`src/hw/rtl/jet_pkg.sv`:
```
// Shared constants and controller/datapath interface types for the Julia escape-time block.
package jet_pkg;

  // Field and port widths fixed by the interface.
  localparam int PIXEL_W    = 12;
  localparam int ITER_W     = 16;
  localparam int CFG_IDX_W  = 3;
  localparam int CFG_DATA_W = 32;
  localparam int RADIUS_W   = 7;

  // The configured c_real, c_imag and inv_scale values are given with this many fraction bits.
  localparam int Q28_FRAC = 28;

  // Defaults for the top-level parameters.
  localparam int FRAC_BITS_DEF   = 28;
  localparam int COUNT_WIDTH_DEF = 16;

  // Configuration register indexes.
  localparam logic [CFG_IDX_W-1:0] CFG_C_REAL     = 3'd0;
  localparam logic [CFG_IDX_W-1:0] CFG_C_IMAG     = 3'd1;
  localparam logic [CFG_IDX_W-1:0] CFG_INV_SCALE  = 3'd2;
  localparam logic [CFG_IDX_W-1:0] CFG_RADIUS_SQ  = 3'd3;
  localparam logic [CFG_IDX_W-1:0] CFG_MAX_ITER   = 3'd4;

  // Configuration reset values.
  localparam logic [CFG_DATA_W-1:0] RST_INV_SCALE = 32'd1048576;
  localparam logic [RADIUS_W-1:0]   RST_RADIUS_SQ = 7'd4;
  localparam logic [ITER_W-1:0]     RST_MAX_ITER  = 16'd255;

  // Operand selection for the shared multiplier.
  localparam logic [2:0] MUL_PX = 3'd0;
  localparam logic [2:0] MUL_PY = 3'd1;
  localparam logic [2:0] MUL_RR = 3'd2;
  localparam logic [2:0] MUL_II = 3'd3;
  localparam logic [2:0] MUL_RI = 3'd4;

  typedef struct packed {
    logic [2:0] mul_sel;
    logic       load_px;
    logic       load_zr0;
    logic       load_zi0;
    logic       load_rr;
    logic       load_ii;
    logic       clr_count;
    logic       update;
  } jet_cmd_t;

  typedef struct packed {
    logic count_done;
    logic escape;
  } jet_status_t;

endpackage

```
`src/hw/rtl/jet_dp.sv`:
```
// Datapath: start point scaling, shared multiplier, escape test and iteration counter.
module jet_dp import jet_pkg::*; #(
  parameter int FRAC_BITS   = FRAC_BITS_DEF,
  parameter int COUNT_WIDTH = COUNT_WIDTH_DEF
) (
  input  logic                       clk,
  input  logic                       rst,
  input  jet_cmd_t                   cmd,
  output jet_status_t                status,
  input  logic signed [PIXEL_W-1:0]  pixel_x,
  input  logic signed [PIXEL_W-1:0]  pixel_y,
  input  logic signed [CFG_DATA_W-1:0] c_real,
  input  logic signed [CFG_DATA_W-1:0] c_imag,
  input  logic [CFG_DATA_W-1:0]      inv_scale,
  input  logic [RADIUS_W-1:0]        escape_radius_sq,
  input  logic [ITER_W-1:0]          max_iterations,
  output logic [ITER_W-1:0]          iteration_count
);

  localparam int W   = FRAC_BITS + 4;
  localparam int MW  = (W > CFG_DATA_W + 1) ? W : CFG_DATA_W + 1;
  localparam int UP  = (FRAC_BITS >= Q28_FRAC) ? FRAC_BITS - Q28_FRAC : 0;
  localparam int DN  = (FRAC_BITS < Q28_FRAC) ? Q28_FRAC - FRAC_BITS : 0;
  localparam int XW  = 2 * MW + UP;
  localparam int DW  = FRAC_BITS + 10;
  localparam int LW  = (COUNT_WIDTH > ITER_W) ? COUNT_WIDTH : ITER_W;

  localparam logic signed [XW-1:0] QHI = {{(XW - W + 1){1'b0}}, {(W - 1){1'b1}}};
  localparam logic signed [XW-1:0] QLO = ~QHI;

  function automatic logic signed [W-1:0] sat_q(input logic signed [XW-1:0] v);
    logic signed [W-1:0] r;
    if (v > QHI) begin
      r = QHI[W-1:0];
    end else if (v < QLO) begin
      r = QLO[W-1:0];
    end else begin
      r = v[W-1:0];
    end
    return r;
  endfunction

  // Floor conversion from 28 fraction bits to FRAC_BITS fraction bits.
  function automatic logic signed [XW-1:0] from_q28(input logic signed [XW-1:0] v);
    return (v <<< UP) >>> DN;
  endfunction

  logic signed [PIXEL_W-1:0] px;
  logic signed [PIXEL_W-1:0] py;
  logic signed [W-1:0]       zr;
  logic signed [W-1:0]       zi;
  logic signed [DW-1:0]      rr;
  logic signed [DW-1:0]      ii;
  logic signed [2*MW-1:0]    prod;
  logic [COUNT_WIDTH-1:0]    count;

  logic signed [MW-1:0]      mul_a;
  logic signed [MW-1:0]      mul_b;
  logic signed [W-1:0]       cr;
  logic signed [W-1:0]       ci;
  logic signed [XW-1:0]      prod_q28;
  logic signed [XW-1:0]      prod_floor;
  logic signed [DW-1:0]      ii_now;
  logic signed [DW-1:0]      bound;
  logic signed [XW-1:0]      zr_sum;
  logic signed [XW-1:0]      zi_sum;
  logic [LW-1:0]             max_ext;
  logic [LW-1:0]             cap_ext;
  logic [COUNT_WIDTH-1:0]    limit;

  assign cr = sat_q(from_q28(XW'(c_real)));
  assign ci = sat_q(from_q28(XW'(c_imag)));

  always_comb begin
    mul_a = MW'(zr);
    mul_b = MW'(zr);
    case (cmd.mul_sel)
      MUL_PX: begin
        mul_a = MW'(px);
        mul_b = MW'({1'b0, inv_scale});
      end
      MUL_PY: begin
        mul_a = MW'(py);
        mul_b = MW'({1'b0, inv_scale});
      end
      MUL_RR: begin
        mul_a = MW'(zr);
        mul_b = MW'(zr);
      end
      MUL_II: begin
        mul_a = MW'(zi);
        mul_b = MW'(zi);
      end
      MUL_RI: begin
        mul_a = MW'(zr);
        mul_b = MW'(zi);
      end
      default: begin
        mul_a = MW'(zr);
        mul_b = MW'(zr);
      end
    endcase
  end

  // The arithmetic shift of the exact product gives the floor of each quotient.
  assign prod_q28   = XW'(prod);
  assign prod_floor = XW'(prod >>> FRAC_BITS);
  assign ii_now     = DW'(prod >>> FRAC_BITS);
  assign bound      = DW'({escape_radius_sq, {FRAC_BITS{1'b0}}});
  assign zr_sum     = XW'(rr) - XW'(ii) + XW'(cr);
  assign zi_sum     = (prod_floor <<< 1) + XW'(ci);

  assign max_ext = LW'(max_iterations);
  assign cap_ext = LW'({COUNT_WIDTH{1'b1}});
  assign limit   = (max_ext > cap_ext) ? {COUNT_WIDTH{1'b1}} : COUNT_WIDTH'(max_ext);

  assign status.count_done = (count >= limit);
  assign status.escape     = ((rr + ii_now) >= bound);
  assign iteration_count   = ITER_W'(count);

  always_ff @(posedge clk) begin
    prod <= mul_a * mul_b;
    if (cmd.load_px) begin
      px <= pixel_x;
      py <= pixel_y;
    end
    if (cmd.load_zr0) begin
      zr <= sat_q(from_q28(prod_q28));
    end
    if (cmd.load_zi0) begin
      zi <= sat_q(from_q28(prod_q28));
    end
    if (cmd.load_rr) begin
      rr <= DW'(prod >>> FRAC_BITS);
    end
    if (cmd.load_ii) begin
      ii <= ii_now;
    end
    if (cmd.update) begin
      zr <= sat_q(zr_sum);
      zi <= sat_q(zi_sum);
    end
  end

  always_ff @(posedge clk) begin
    if (rst) begin
      count <= '0;
    end else if (cmd.clr_count) begin
      count <= '0;
    end else if (cmd.update) begin
      count <= count + 1'b1;
    end
  end

endmodule

```
`src/hw/rtl/jet_ctrl.sv`:
```
// Controller: sequences start-point scaling, the iteration steps and the result hand-off.
module jet_ctrl import jet_pkg::*; (
  input  logic        clk,
  input  logic        rst,
  input  logic        in_valid,
  output logic        in_ready,
  input  logic        out_free,
  output logic        out_load,
  input  jet_status_t status,
  output jet_cmd_t    cmd
);

  localparam logic [3:0] S_IDLE = 4'd0;
  localparam logic [3:0] S_SX   = 4'd1;
  localparam logic [3:0] S_SY   = 4'd2;
  localparam logic [3:0] S_LD   = 4'd3;
  localparam logic [3:0] S_MRR  = 4'd4;
  localparam logic [3:0] S_MII  = 4'd5;
  localparam logic [3:0] S_MRI  = 4'd6;
  localparam logic [3:0] S_UPD  = 4'd7;
  localparam logic [3:0] S_DONE = 4'd8;

  logic [3:0] state;
  logic [3:0] state_next;

  always_comb begin
    state_next = state;
    cmd        = '0;
    cmd.mul_sel = MUL_RR;
    in_ready   = 1'b0;
    out_load   = 1'b0;
    case (state)
      S_IDLE: begin
        in_ready = 1'b1;
        if (in_valid) begin
          cmd.load_px = 1'b1;
          state_next  = S_SX;
        end
      end
      S_SX: begin
        cmd.mul_sel = MUL_PX;
        state_next  = S_SY;
      end
      S_SY: begin
        cmd.mul_sel  = MUL_PY;
        cmd.load_zr0 = 1'b1;
        state_next   = S_LD;
      end
      S_LD: begin
        cmd.load_zi0  = 1'b1;
        cmd.clr_count = 1'b1;
        state_next    = S_MRR;
      end
      S_MRR: begin
        cmd.mul_sel = MUL_RR;
        state_next  = status.count_done ? S_DONE : S_MII;
      end
      S_MII: begin
        cmd.mul_sel = MUL_II;
        cmd.load_rr = 1'b1;
        state_next  = S_MRI;
      end
      S_MRI: begin
        // The product register holds zi*zi here, so the radius test sees both squares.
        cmd.mul_sel = MUL_RI;
        cmd.load_ii = 1'b1;
        state_next  = status.escape ? S_DONE : S_UPD;
      end
      S_UPD: begin
        cmd.update = 1'b1;
        state_next = S_MRR;
      end
      S_DONE: begin
        if (out_free) begin
          out_load   = 1'b1;
          state_next = S_IDLE;
        end
      end
      default: begin
        state_next = S_IDLE;
      end
    endcase
  end

  always_ff @(posedge clk) begin
    if (rst) begin
      state <= S_IDLE;
    end else begin
      state <= state_next;
    end
  end

endmodule

```
`src/hw/rtl/julia_escape_time.sv`:
```
// Julia-set escape-time counter: top level with configuration registers and output register.
//
// One transaction on the s_axis channel carries a pixel offset pair; the block
// scales it by inv_scale into a start point z and repeats z = z*z + c until
// |z|^2 reaches the squared radius or the count reaches max_iterations. One
// transaction on the m_axis channel returns the count.
// Configuration writes on the cfg channel are always accepted (cfg_ready is
// tied high) and must only happen while no pixel is in flight.
// Each iteration runs through S_MRR, S_MII and S_MRI on the single shared
// multiplier, which computes zr*zr, zi*zi and zr*zi in turn, and then S_UPD,
// which updates z. A pixel passes from acceptance through S_SX, S_SY and S_LD
// into the iteration states and then to S_DONE, where its result is loaded
// into the output register once that is free. The next pixel can be accepted
// in the cycle after the load. The limit is tested in S_MRR, the escape in S_MRI.
// One pixel is worked on at a time; a new pixel is accepted as soon as the
// previous result sits in the output register, even while that result waits.
// If the receiver stalls with a result still held, a finished pixel waits in
// the datapath until the output register frees up.
// Reset clears the controller and the output valid and restores all
// configuration registers to their defaults.
module julia_escape_time import jet_pkg::*; #(
  parameter int FRAC_BITS   = FRAC_BITS_DEF,
  parameter int COUNT_WIDTH = COUNT_WIDTH_DEF
) (
  input  logic                    clk,
  input  logic                    rst,
  input  logic                    s_axis_tvalid,
  output logic                    s_axis_tready,
  input  logic [2*PIXEL_W-1:0]    s_axis_tdata,  // pixel_x, pixel_y
  output logic                    m_axis_tvalid,
  input  logic                    m_axis_tready,
  output logic [ITER_W-1:0]       m_axis_tdata,  // iteration_count
  input  logic                    cfg_valid,
  output logic                    cfg_ready,
  input  logic [CFG_IDX_W-1:0]    cfg_index,
  input  logic [CFG_DATA_W-1:0]   cfg_data
);

  logic signed [CFG_DATA_W-1:0] c_real;
  logic signed [CFG_DATA_W-1:0] c_imag;
  logic [CFG_DATA_W-1:0]        inv_scale;
  logic [RADIUS_W-1:0]          escape_radius_sq;
  logic [ITER_W-1:0]            max_iterations;

  jet_cmd_t          cmd;
  jet_status_t       status;
  logic              out_free;
  logic              out_load;
  logic [ITER_W-1:0] iteration_count;

  assign cfg_ready = 1'b1;
  assign out_free  = !m_axis_tvalid || m_axis_tready;

  always_ff @(posedge clk) begin
    if (rst) begin
      c_real           <= '0;
      c_imag           <= '0;
      inv_scale        <= RST_INV_SCALE;
      escape_radius_sq <= RST_RADIUS_SQ;
      max_iterations   <= RST_MAX_ITER;
    end else if (cfg_valid && cfg_ready) begin
      case (cfg_index)
        CFG_C_REAL:    c_real           <= cfg_data;
        CFG_C_IMAG:    c_imag           <= cfg_data;
        CFG_INV_SCALE: inv_scale        <= cfg_data;
        CFG_RADIUS_SQ: escape_radius_sq <= cfg_data[RADIUS_W-1:0];
        CFG_MAX_ITER:  max_iterations   <= cfg_data[ITER_W-1:0];
        default: begin
        end
      endcase
    end
  end

  jet_ctrl u_ctrl (
    .clk      (clk),
    .rst      (rst),
    .in_valid (s_axis_tvalid),
    .in_ready (s_axis_tready),
    .out_free (out_free),
    .out_load (out_load),
    .status   (status),
    .cmd      (cmd)
  );

  jet_dp #(
    .FRAC_BITS   (FRAC_BITS),
    .COUNT_WIDTH (COUNT_WIDTH)
  ) u_dp (
    .clk              (clk),
    .rst              (rst),
    .cmd              (cmd),
    .status           (status),
    .pixel_x          (s_axis_tdata[PIXEL_W-1:0]),
    .pixel_y          (s_axis_tdata[2*PIXEL_W-1:PIXEL_W]),
    .c_real           (c_real),
    .c_imag           (c_imag),
    .inv_scale        (inv_scale),
    .escape_radius_sq (escape_radius_sq),
    .max_iterations   (max_iterations),
    .iteration_count  (iteration_count)
  );

  always_ff @(posedge clk) begin
    if (rst) begin
      m_axis_tvalid <= 1'b0;
    end else if (out_load) begin
      m_axis_tvalid <= 1'b1;
    end else if (m_axis_tready) begin
      m_axis_tvalid <= 1'b0;
    end
  end

  always_ff @(posedge clk) begin
    if (out_load) begin
      m_axis_tdata <= iteration_count;
    end
  end

  // A result may only be loaded when the held one has gone or is leaving.
  a_load_free: assert property (@(posedge clk) disable iff (rst)
    out_load |-> out_free)
    else $error("result loaded over a pending result");

  // One pixel at a time: an accepted pixel closes the input for the next cycle.
  a_one_item: assert property (@(posedge clk) disable iff (rst)
    (s_axis_tvalid && s_axis_tready) |=> !s_axis_tready)
    else $error("input accepted while a pixel is in flight");

  // The count never exceeds the configured limit.
  a_count_limit: assert property (@(posedge clk) disable iff (rst)
    m_axis_tvalid |-> (m_axis_tdata <= max_iterations))
    else $error("iteration count beyond the limit");

endmodule
```
`config.mk`:
```
export PLATFORM = sky130hd
export DESIGN_NAME = julia_escape_time
export DESIGN_NICKNAME = d
export VERILOG_FILES = /design/src/hw/rtl/jet_pkg.sv /design/src/hw/rtl/jet_dp.sv /design/src/hw/rtl/jet_ctrl.sv /design/src/hw/rtl/julia_escape_time.sv
export SDC_FILE = /design/constraint.sdc
export NUM_CORES = 2
export LEC_CHECK = 0
export ABC_CLOCK_PERIOD_IN_PS = 13400
export BUFFER_PORTS_ARGS = -buffer_cell sky130_fd_sc_hd__buf_2
export CAP_MARGIN = 20
export CORE_ASPECT_RATIO = 0.8
export CORE_MARGIN = 4
export CORE_UTILIZATION = 30
export DETAILED_ROUTE_END_ITERATION = 8
export PLACE_DENSITY = 0.5
export SLEW_MARGIN = 10
export SYNTH_ARGS = -nofsm -noshare
export SYNTH_HDL_FRONTEND = slang
export SYNTH_SLANG_ARGS = --single-unit
export TNS_END_PERCENT = 20
```
`constraint.sdc`:
```
create_clock -name clk -period 13.4 [get_ports clk]
set_input_delay 1.34 -clock clk [delete_from_list [all_inputs] [get_ports clk]]
set_output_delay 1.34 -clock clk [all_outputs]
set_load 0.01 [all_outputs]
```
# Yosys cells after proc, flatten, opt, wreduce, memory -nomap -nowiden
# Cells that the tools add are included.
totals:
  out_inout_bits: 19
  wordCells: 105
  inputBits: 64
  register_bits: 386
classes:
  reduce_logical: 18
  magnitude_cmp: 13
  addsub: 5
  eq_ne: 17
  mux: 35
  n_mul: 1
op_table:
  columns: ["op", "count"]
  rows:
  - ["$mux W32", 14]
  - ["$gt A66 B32 Y1 const B", 3]
  - ["$lt A66 B32 Y1 const B", 3]
  - ["$pmux W33 S3", 1]
  - ["$add A39 B32 Y40", 2]
  - ["$mul A33 B33 Y66", 1]
  - ["$pmux W33 S2", 1]
  - ["$gt A32 B32 Y1 const B", 2]
  - ["$lt A32 B32 Y1 const B", 2]
  - ["$sub A38 B38 Y39", 1]
  - ["$add A38 B38 Y38", 1]
  - ["$ge A38 B36 Y1", 1]
  - ["$pmux W4 S8", 1]
  - ["$add A16 B1 Y16 const B", 1]
  - ["$eq A4 B3 Y1 const B", 4]
  - ["$ge A16 B16 Y1", 1]
  - ["$gt A16 B16 Y1 const B", 1]
  - ["$mux W16", 1]
  - ["$mux W4", 4]
  - ["$mux W1", 12]
  - ["$pmux W3 S4", 1]
  - ["$reduce_and A2 Y1", 6]
  - ["$eq A3 B2 Y1 const B", 3]
  - ["$eq A4 B2 Y1 const B", 2]
  - ["11 further kinds", 20]

# Depth between registers and ports, before layout
logic_depth:
  depth_word: 8
  depth_mapped: 41
  depth_no_buf: 35

# Cells and area by module
# From an unflattened synthesis, not the netlist that was laid out.
hier_totals:
  hier_cells: 6597
  area_unflattened_um2: 59976.3
modules_own_cells:
  columns: ["mod", "area_per_inst_um2", "seq_area_each_um2", "cells_per_inst", "instances"]
  rows:
  - ["jet_dp", 54353.4, 6566.3, 6093, 1]
  - ["julia_escape_time", 5307.6, 2882.8, 461, 1]
  - ["jet_ctrl", 315.3, 80.1, 43, 1]

# Worst setup path after synthesis
# Ideal clock, no wire load.
synth_path:
  path_type: "register -> register"
  startpoint: "register u_ctrl.state[3]"
  endpoint: "register u_dp.prod[63]"
  arrival_ps: 10128
  slack_ps: 3200
  synth_period_minus_slack_ps: 10200
  path_buffers: 3
  setup_ps: 72
  stages_incl_launch_ff: 35
  required_ps: 13328
  path_cell_list: "dfxtp_1 -> clkbuf_1 -> nor2_1 -> nand3_1 -> inv_1 -> nor2_1 -> a221o_1 -> clkbuf_1 -> nor2_1 -> a21oi_1 -> nand2_1 -> inv_1 -> fa_1 -> inv_1 -> fa_1 -> inv_1 -> fa_1 -> fa_1 -> fa_1 -> fa_1 -> fa_1 -> inv_1 -> fa_1 -> inv_1 -> ha_1 -> clkbuf_1 -> a21o_1 -> a21o_1 -> a21oi_1 -> o21ai_0 -> nor4b_1 -> nor3_1 -> o31a_1 -> nor2_1 -> xnor2_1"
synth_between:
  elab_chain_cells: 6
  word_cells_on_any_way: 14
  cone_classes: "mul (1); eq/ne (7); mux (3); reduce/logical (3)"
synth_lines:
  columns: ["item", "line", "rtl"]
  rows:
  - ["start, declared", "jet_ctrl.sv:23", "logic [3:0] state;"]
  - ["start signal, assigned", "jet_ctrl.sv:89", "state <= state_next;"]
  - ["$eq A4 B3 Y1 (tied with other cells)", "jet_ctrl.sv:32", "case (state)"]
  - ["$pmux W3 S4 (*)", "jet_ctrl.sv:32", null]
  - ["$eq A3 B2 Y1 (tied with other cells)", "jet_dp.sv:77", "case (cmd.mul_sel)"]
  - ["$reduce_or A2 Y1 (no source line)", null, null]
  - ["$pmux W33 S2", "jet_dp.sv:77", null]
  - ["$mul A33 B33 Y66 (*)", "jet_dp.sv:122", "prod <= mul_a * mul_b;"]
  - ["end signal, assigned", "jet_dp.sv:122", null]
  - ["end, declared", "jet_dp.sv:54", "logic signed [2*MW-1:0] prod;"]
# Every way passes the cells marked *; elsewhere a longest branch is shown, timed or not.
# A chain may end at the register's enable or synchronous reset.

# Worst setup path after layout
layout_path:
  startpoint: "register u_ctrl.state[2]"
  endpoint: "register u_dp.prod[60]"
# Same word-level chain as after synthesis.

==> key figures <==
Clocking
  • H-Tree Depth: 2
  • Clock tree buffer depth: 3
  • Post-CTS Resized: 0
  • Clock transition at path regs: 60 ps
  • Clock Sink Count: 386
  • Clock root cell: clkbuf_16
  • CTS tree: done
  • Clk_lat worst skew: 610 ps
  • # Post-CTS Setup Buffers: 0
  • Hold_buf cts: 0
  • CTS buffer count: 40

Final layout
  • Layout area overhead: 8.61%
  • Final Non-Filler Cells: 9356
  • Fraction of layout cells with a size suffix above 1: 6.59%
  • NumNets Final: 8239

Logic synthesis
  • Net count after synthesis: 8329
  • Register bit total from synthesis: 386
  • Commonest register cell after synthesis: dfxtp_1
  • Netlist cell types: 106
  • Mapped Avg Cell Area: 8.91 um2
  • Post-Synthesis Cells: 6747
  • Async SR Flop Fraction: 0%
  • Post-synth EDFFs: 180
  • Seq/Total Area, Yosys: 15.9%
  • Mapped Area: 0.0601 mm2
  • Yosys warning count: 0

Routing
  • # DRC: 0
  • Via count: 47200
  • Antenna-violating nets left: 0
  • Post-detailed-route wirelength per cell: 23.2 um
  • Router iterations before antenna repair: 6
  • Vias per inst: 5.05
  • DRT iter0 DRCs: 4269
  • Final wirelength: 217000 um

Placed design
  • IO buf count: 81
  • Dpl ws: 1570 ps
  • Dpl hpwl: 177000 um
  • Placed Cells: 9278
  • Gp weighted congestion: 0.954

Hold path
  • Hold path cells: 2
  • Worst min path class: reg2reg

Timing
  • Final hold viol count: 0
  • Setup repair after global routing missed its margin: no
  • Hold WS: 453 ps
  • Tmin final: 12250 ps
  • Worst setup margin: 1150 ps
  • Highest Clock Rate: 81.6 MHz
  • Clock skew: 24.5 ps
  • Final Cycle Share: 91.4%
  • Setup TNS: 0 ps
  • Final slew viol count: 0
  • Worst rel slew slack: 22.8%
  • Setup Viol. Count Final: 0
  • Actual slew at the worst max-slew pin: 1150 ps

Outcome
  • Status: finished clean

Setup path
  • Worst Path Arrival: 12730 ps
  • Critical path's largest stage delay: 980 ps
  • CP endpoint kind: flop
  • Critical path's slowest cell: a31oi_1
  • CP dominant cell by count: fa_1
  • Reg2reg path depth: 32
  • Critical path class: reg2reg
  • Worst setup SP type: flop
  • Worst EP required: 13880 ps
  • CP max FO: 24

Die
  • I/O pin count: 83
  • Initial Util: 30.3%
  • Die outline area: 0.208 mm2
  • Chip Width: 508 um
  • Core region area: 0.199 mm2
  • Standard-cell row count: 146
  • Die H: 408 um

GRT
  • Grt ovf: 0
  • GRT Overall Usage: 20.9%
  • Initial antenna violation count: 8
  • Pin count of the biggest net entering global routing: 79
  • Vias in the first global route: 48900
  • First-pass GRT wire length: 326000 um

Flow run
  • Max-cap violations: 0
==> synth_stat cells (all sizes together), types with 23 or more instances <==
cell,number,area [um2]
nand3,65,325
nor2,748,2810
fa,1162,23300
buf,53,302
ha,356,4450
nand4,41,257
nor2b,24,150
a21oi,395,2030
o21bai,29,218
xnor2,101,885
xor2,58,508
o22ai,36,294
a31oi,28,181
edfxtp,180,5410
and2,33,206
clkbuf,332,1250
nand2b,38,245
nor3,45,225
dfxtp,206,4120
nand2,875,3280
a21o,134,1010
o21a,31,234
and3,23,144
o21ai,171,856
inv,1273,4780
==> sequential cells by signal, summed over array words and instances, names as in the netlist <==
signal,cells
u_dp.px,12
u_dp.ii,38
m_axis_tdata,16
m_axis_tvalid,1
u_dp.zr,32
u_dp.py,12
u_dp.zi,32
u_dp.rr,38
u_dp.prod,66
u_ctrl.state,4
max_iterations,16
escape_radius_sq,7
c_imag,32
inv_scale,32
c_real,32
u_dp.iteration_count,16
==> critical path: cells and delay by family (launching register included) <==
family	cells	cell delay (ps)
simple gates	6	1580
buf+inv	6	460
flops	1	560
compound gates	10	4900
xor+xnor	1	140
fa+ha+maj	9	4490
==> layout make-up <==
type	count	area, um2
fill	20900	133000
multi-input combinational	4703	44500
inverter	1273	4780
clock inverter	21	206
timing repair buffer	253	1710
sequential	386	9530
tap	2664	3330
antenna	3	7.51
clock buffer	53	1150
==> cell usage in the layout, fill, tap and decap left out, drive strengths merged, types with 45 or more instances in the layout <==
master,n
nor2,748
buf,253
dfxtp,206
edfxtp,180
nand3,65
nor3,45
fa,1162
a21o,134
nand2,875
inv,1273
a21oi,395
o21ai,171
xnor2,101
ha,356
clkbuf,53
xor2,58
==> layer usage <==
metal  vias to the layer above  track usage, %  part of all wire [%]
li1                      20800               -                     -
met1                     24500            31.4                    47
met2                      1742            30.8                    42
met3                       202            5.14                   9.2
met4                         2            3.20                   1.7
met5                         -           0.579                 0.081
==> metrics by stage <==
stage               util [%]  cell area, um2
finish                  32.9           65300
detailed placement      32.2           63900
floorplan                  -           60100
global placement        32.1           63800
CTS                     32.9           65200
global route            32.9           65300
==> worst paths after layout <==
path / from / end / slack, ps
max: u_ctrl.state[2] / u_dp.prod[60] / 1150
max reg2reg: u_ctrl.state[2] / u_dp.prod[60] / 1150
min reg2reg: max_iterations[8] / max_iterations[8] / 450
min: max_iterations[8] / max_iterations[8] / 450
==> logic make-up (layout without fill, tap and decap cells) <==
family | after synthesis | after routing | share of synthesized area, %
AO/OA/AOI/OAI | 1026 | 1026 | 11.1
XOR/XNOR | 159 | 159 | 2.32
adder cells (fa/ha/maj) | 1518 | 1518 | 46.1
AND/OR/NAND/NOR | 1994 | 1994 | 14.0
other | 1 | 4 | 0.00624
flip-flops | 386 | 386 | 15.9
buffers and inverters | 1658 | 1600 | 10.5
multiplexers | 5 | 5 | 0.0916
Power is not shown: default switching activity piles up to over one toggle a cycle in this logic, so the estimate is an artifact.
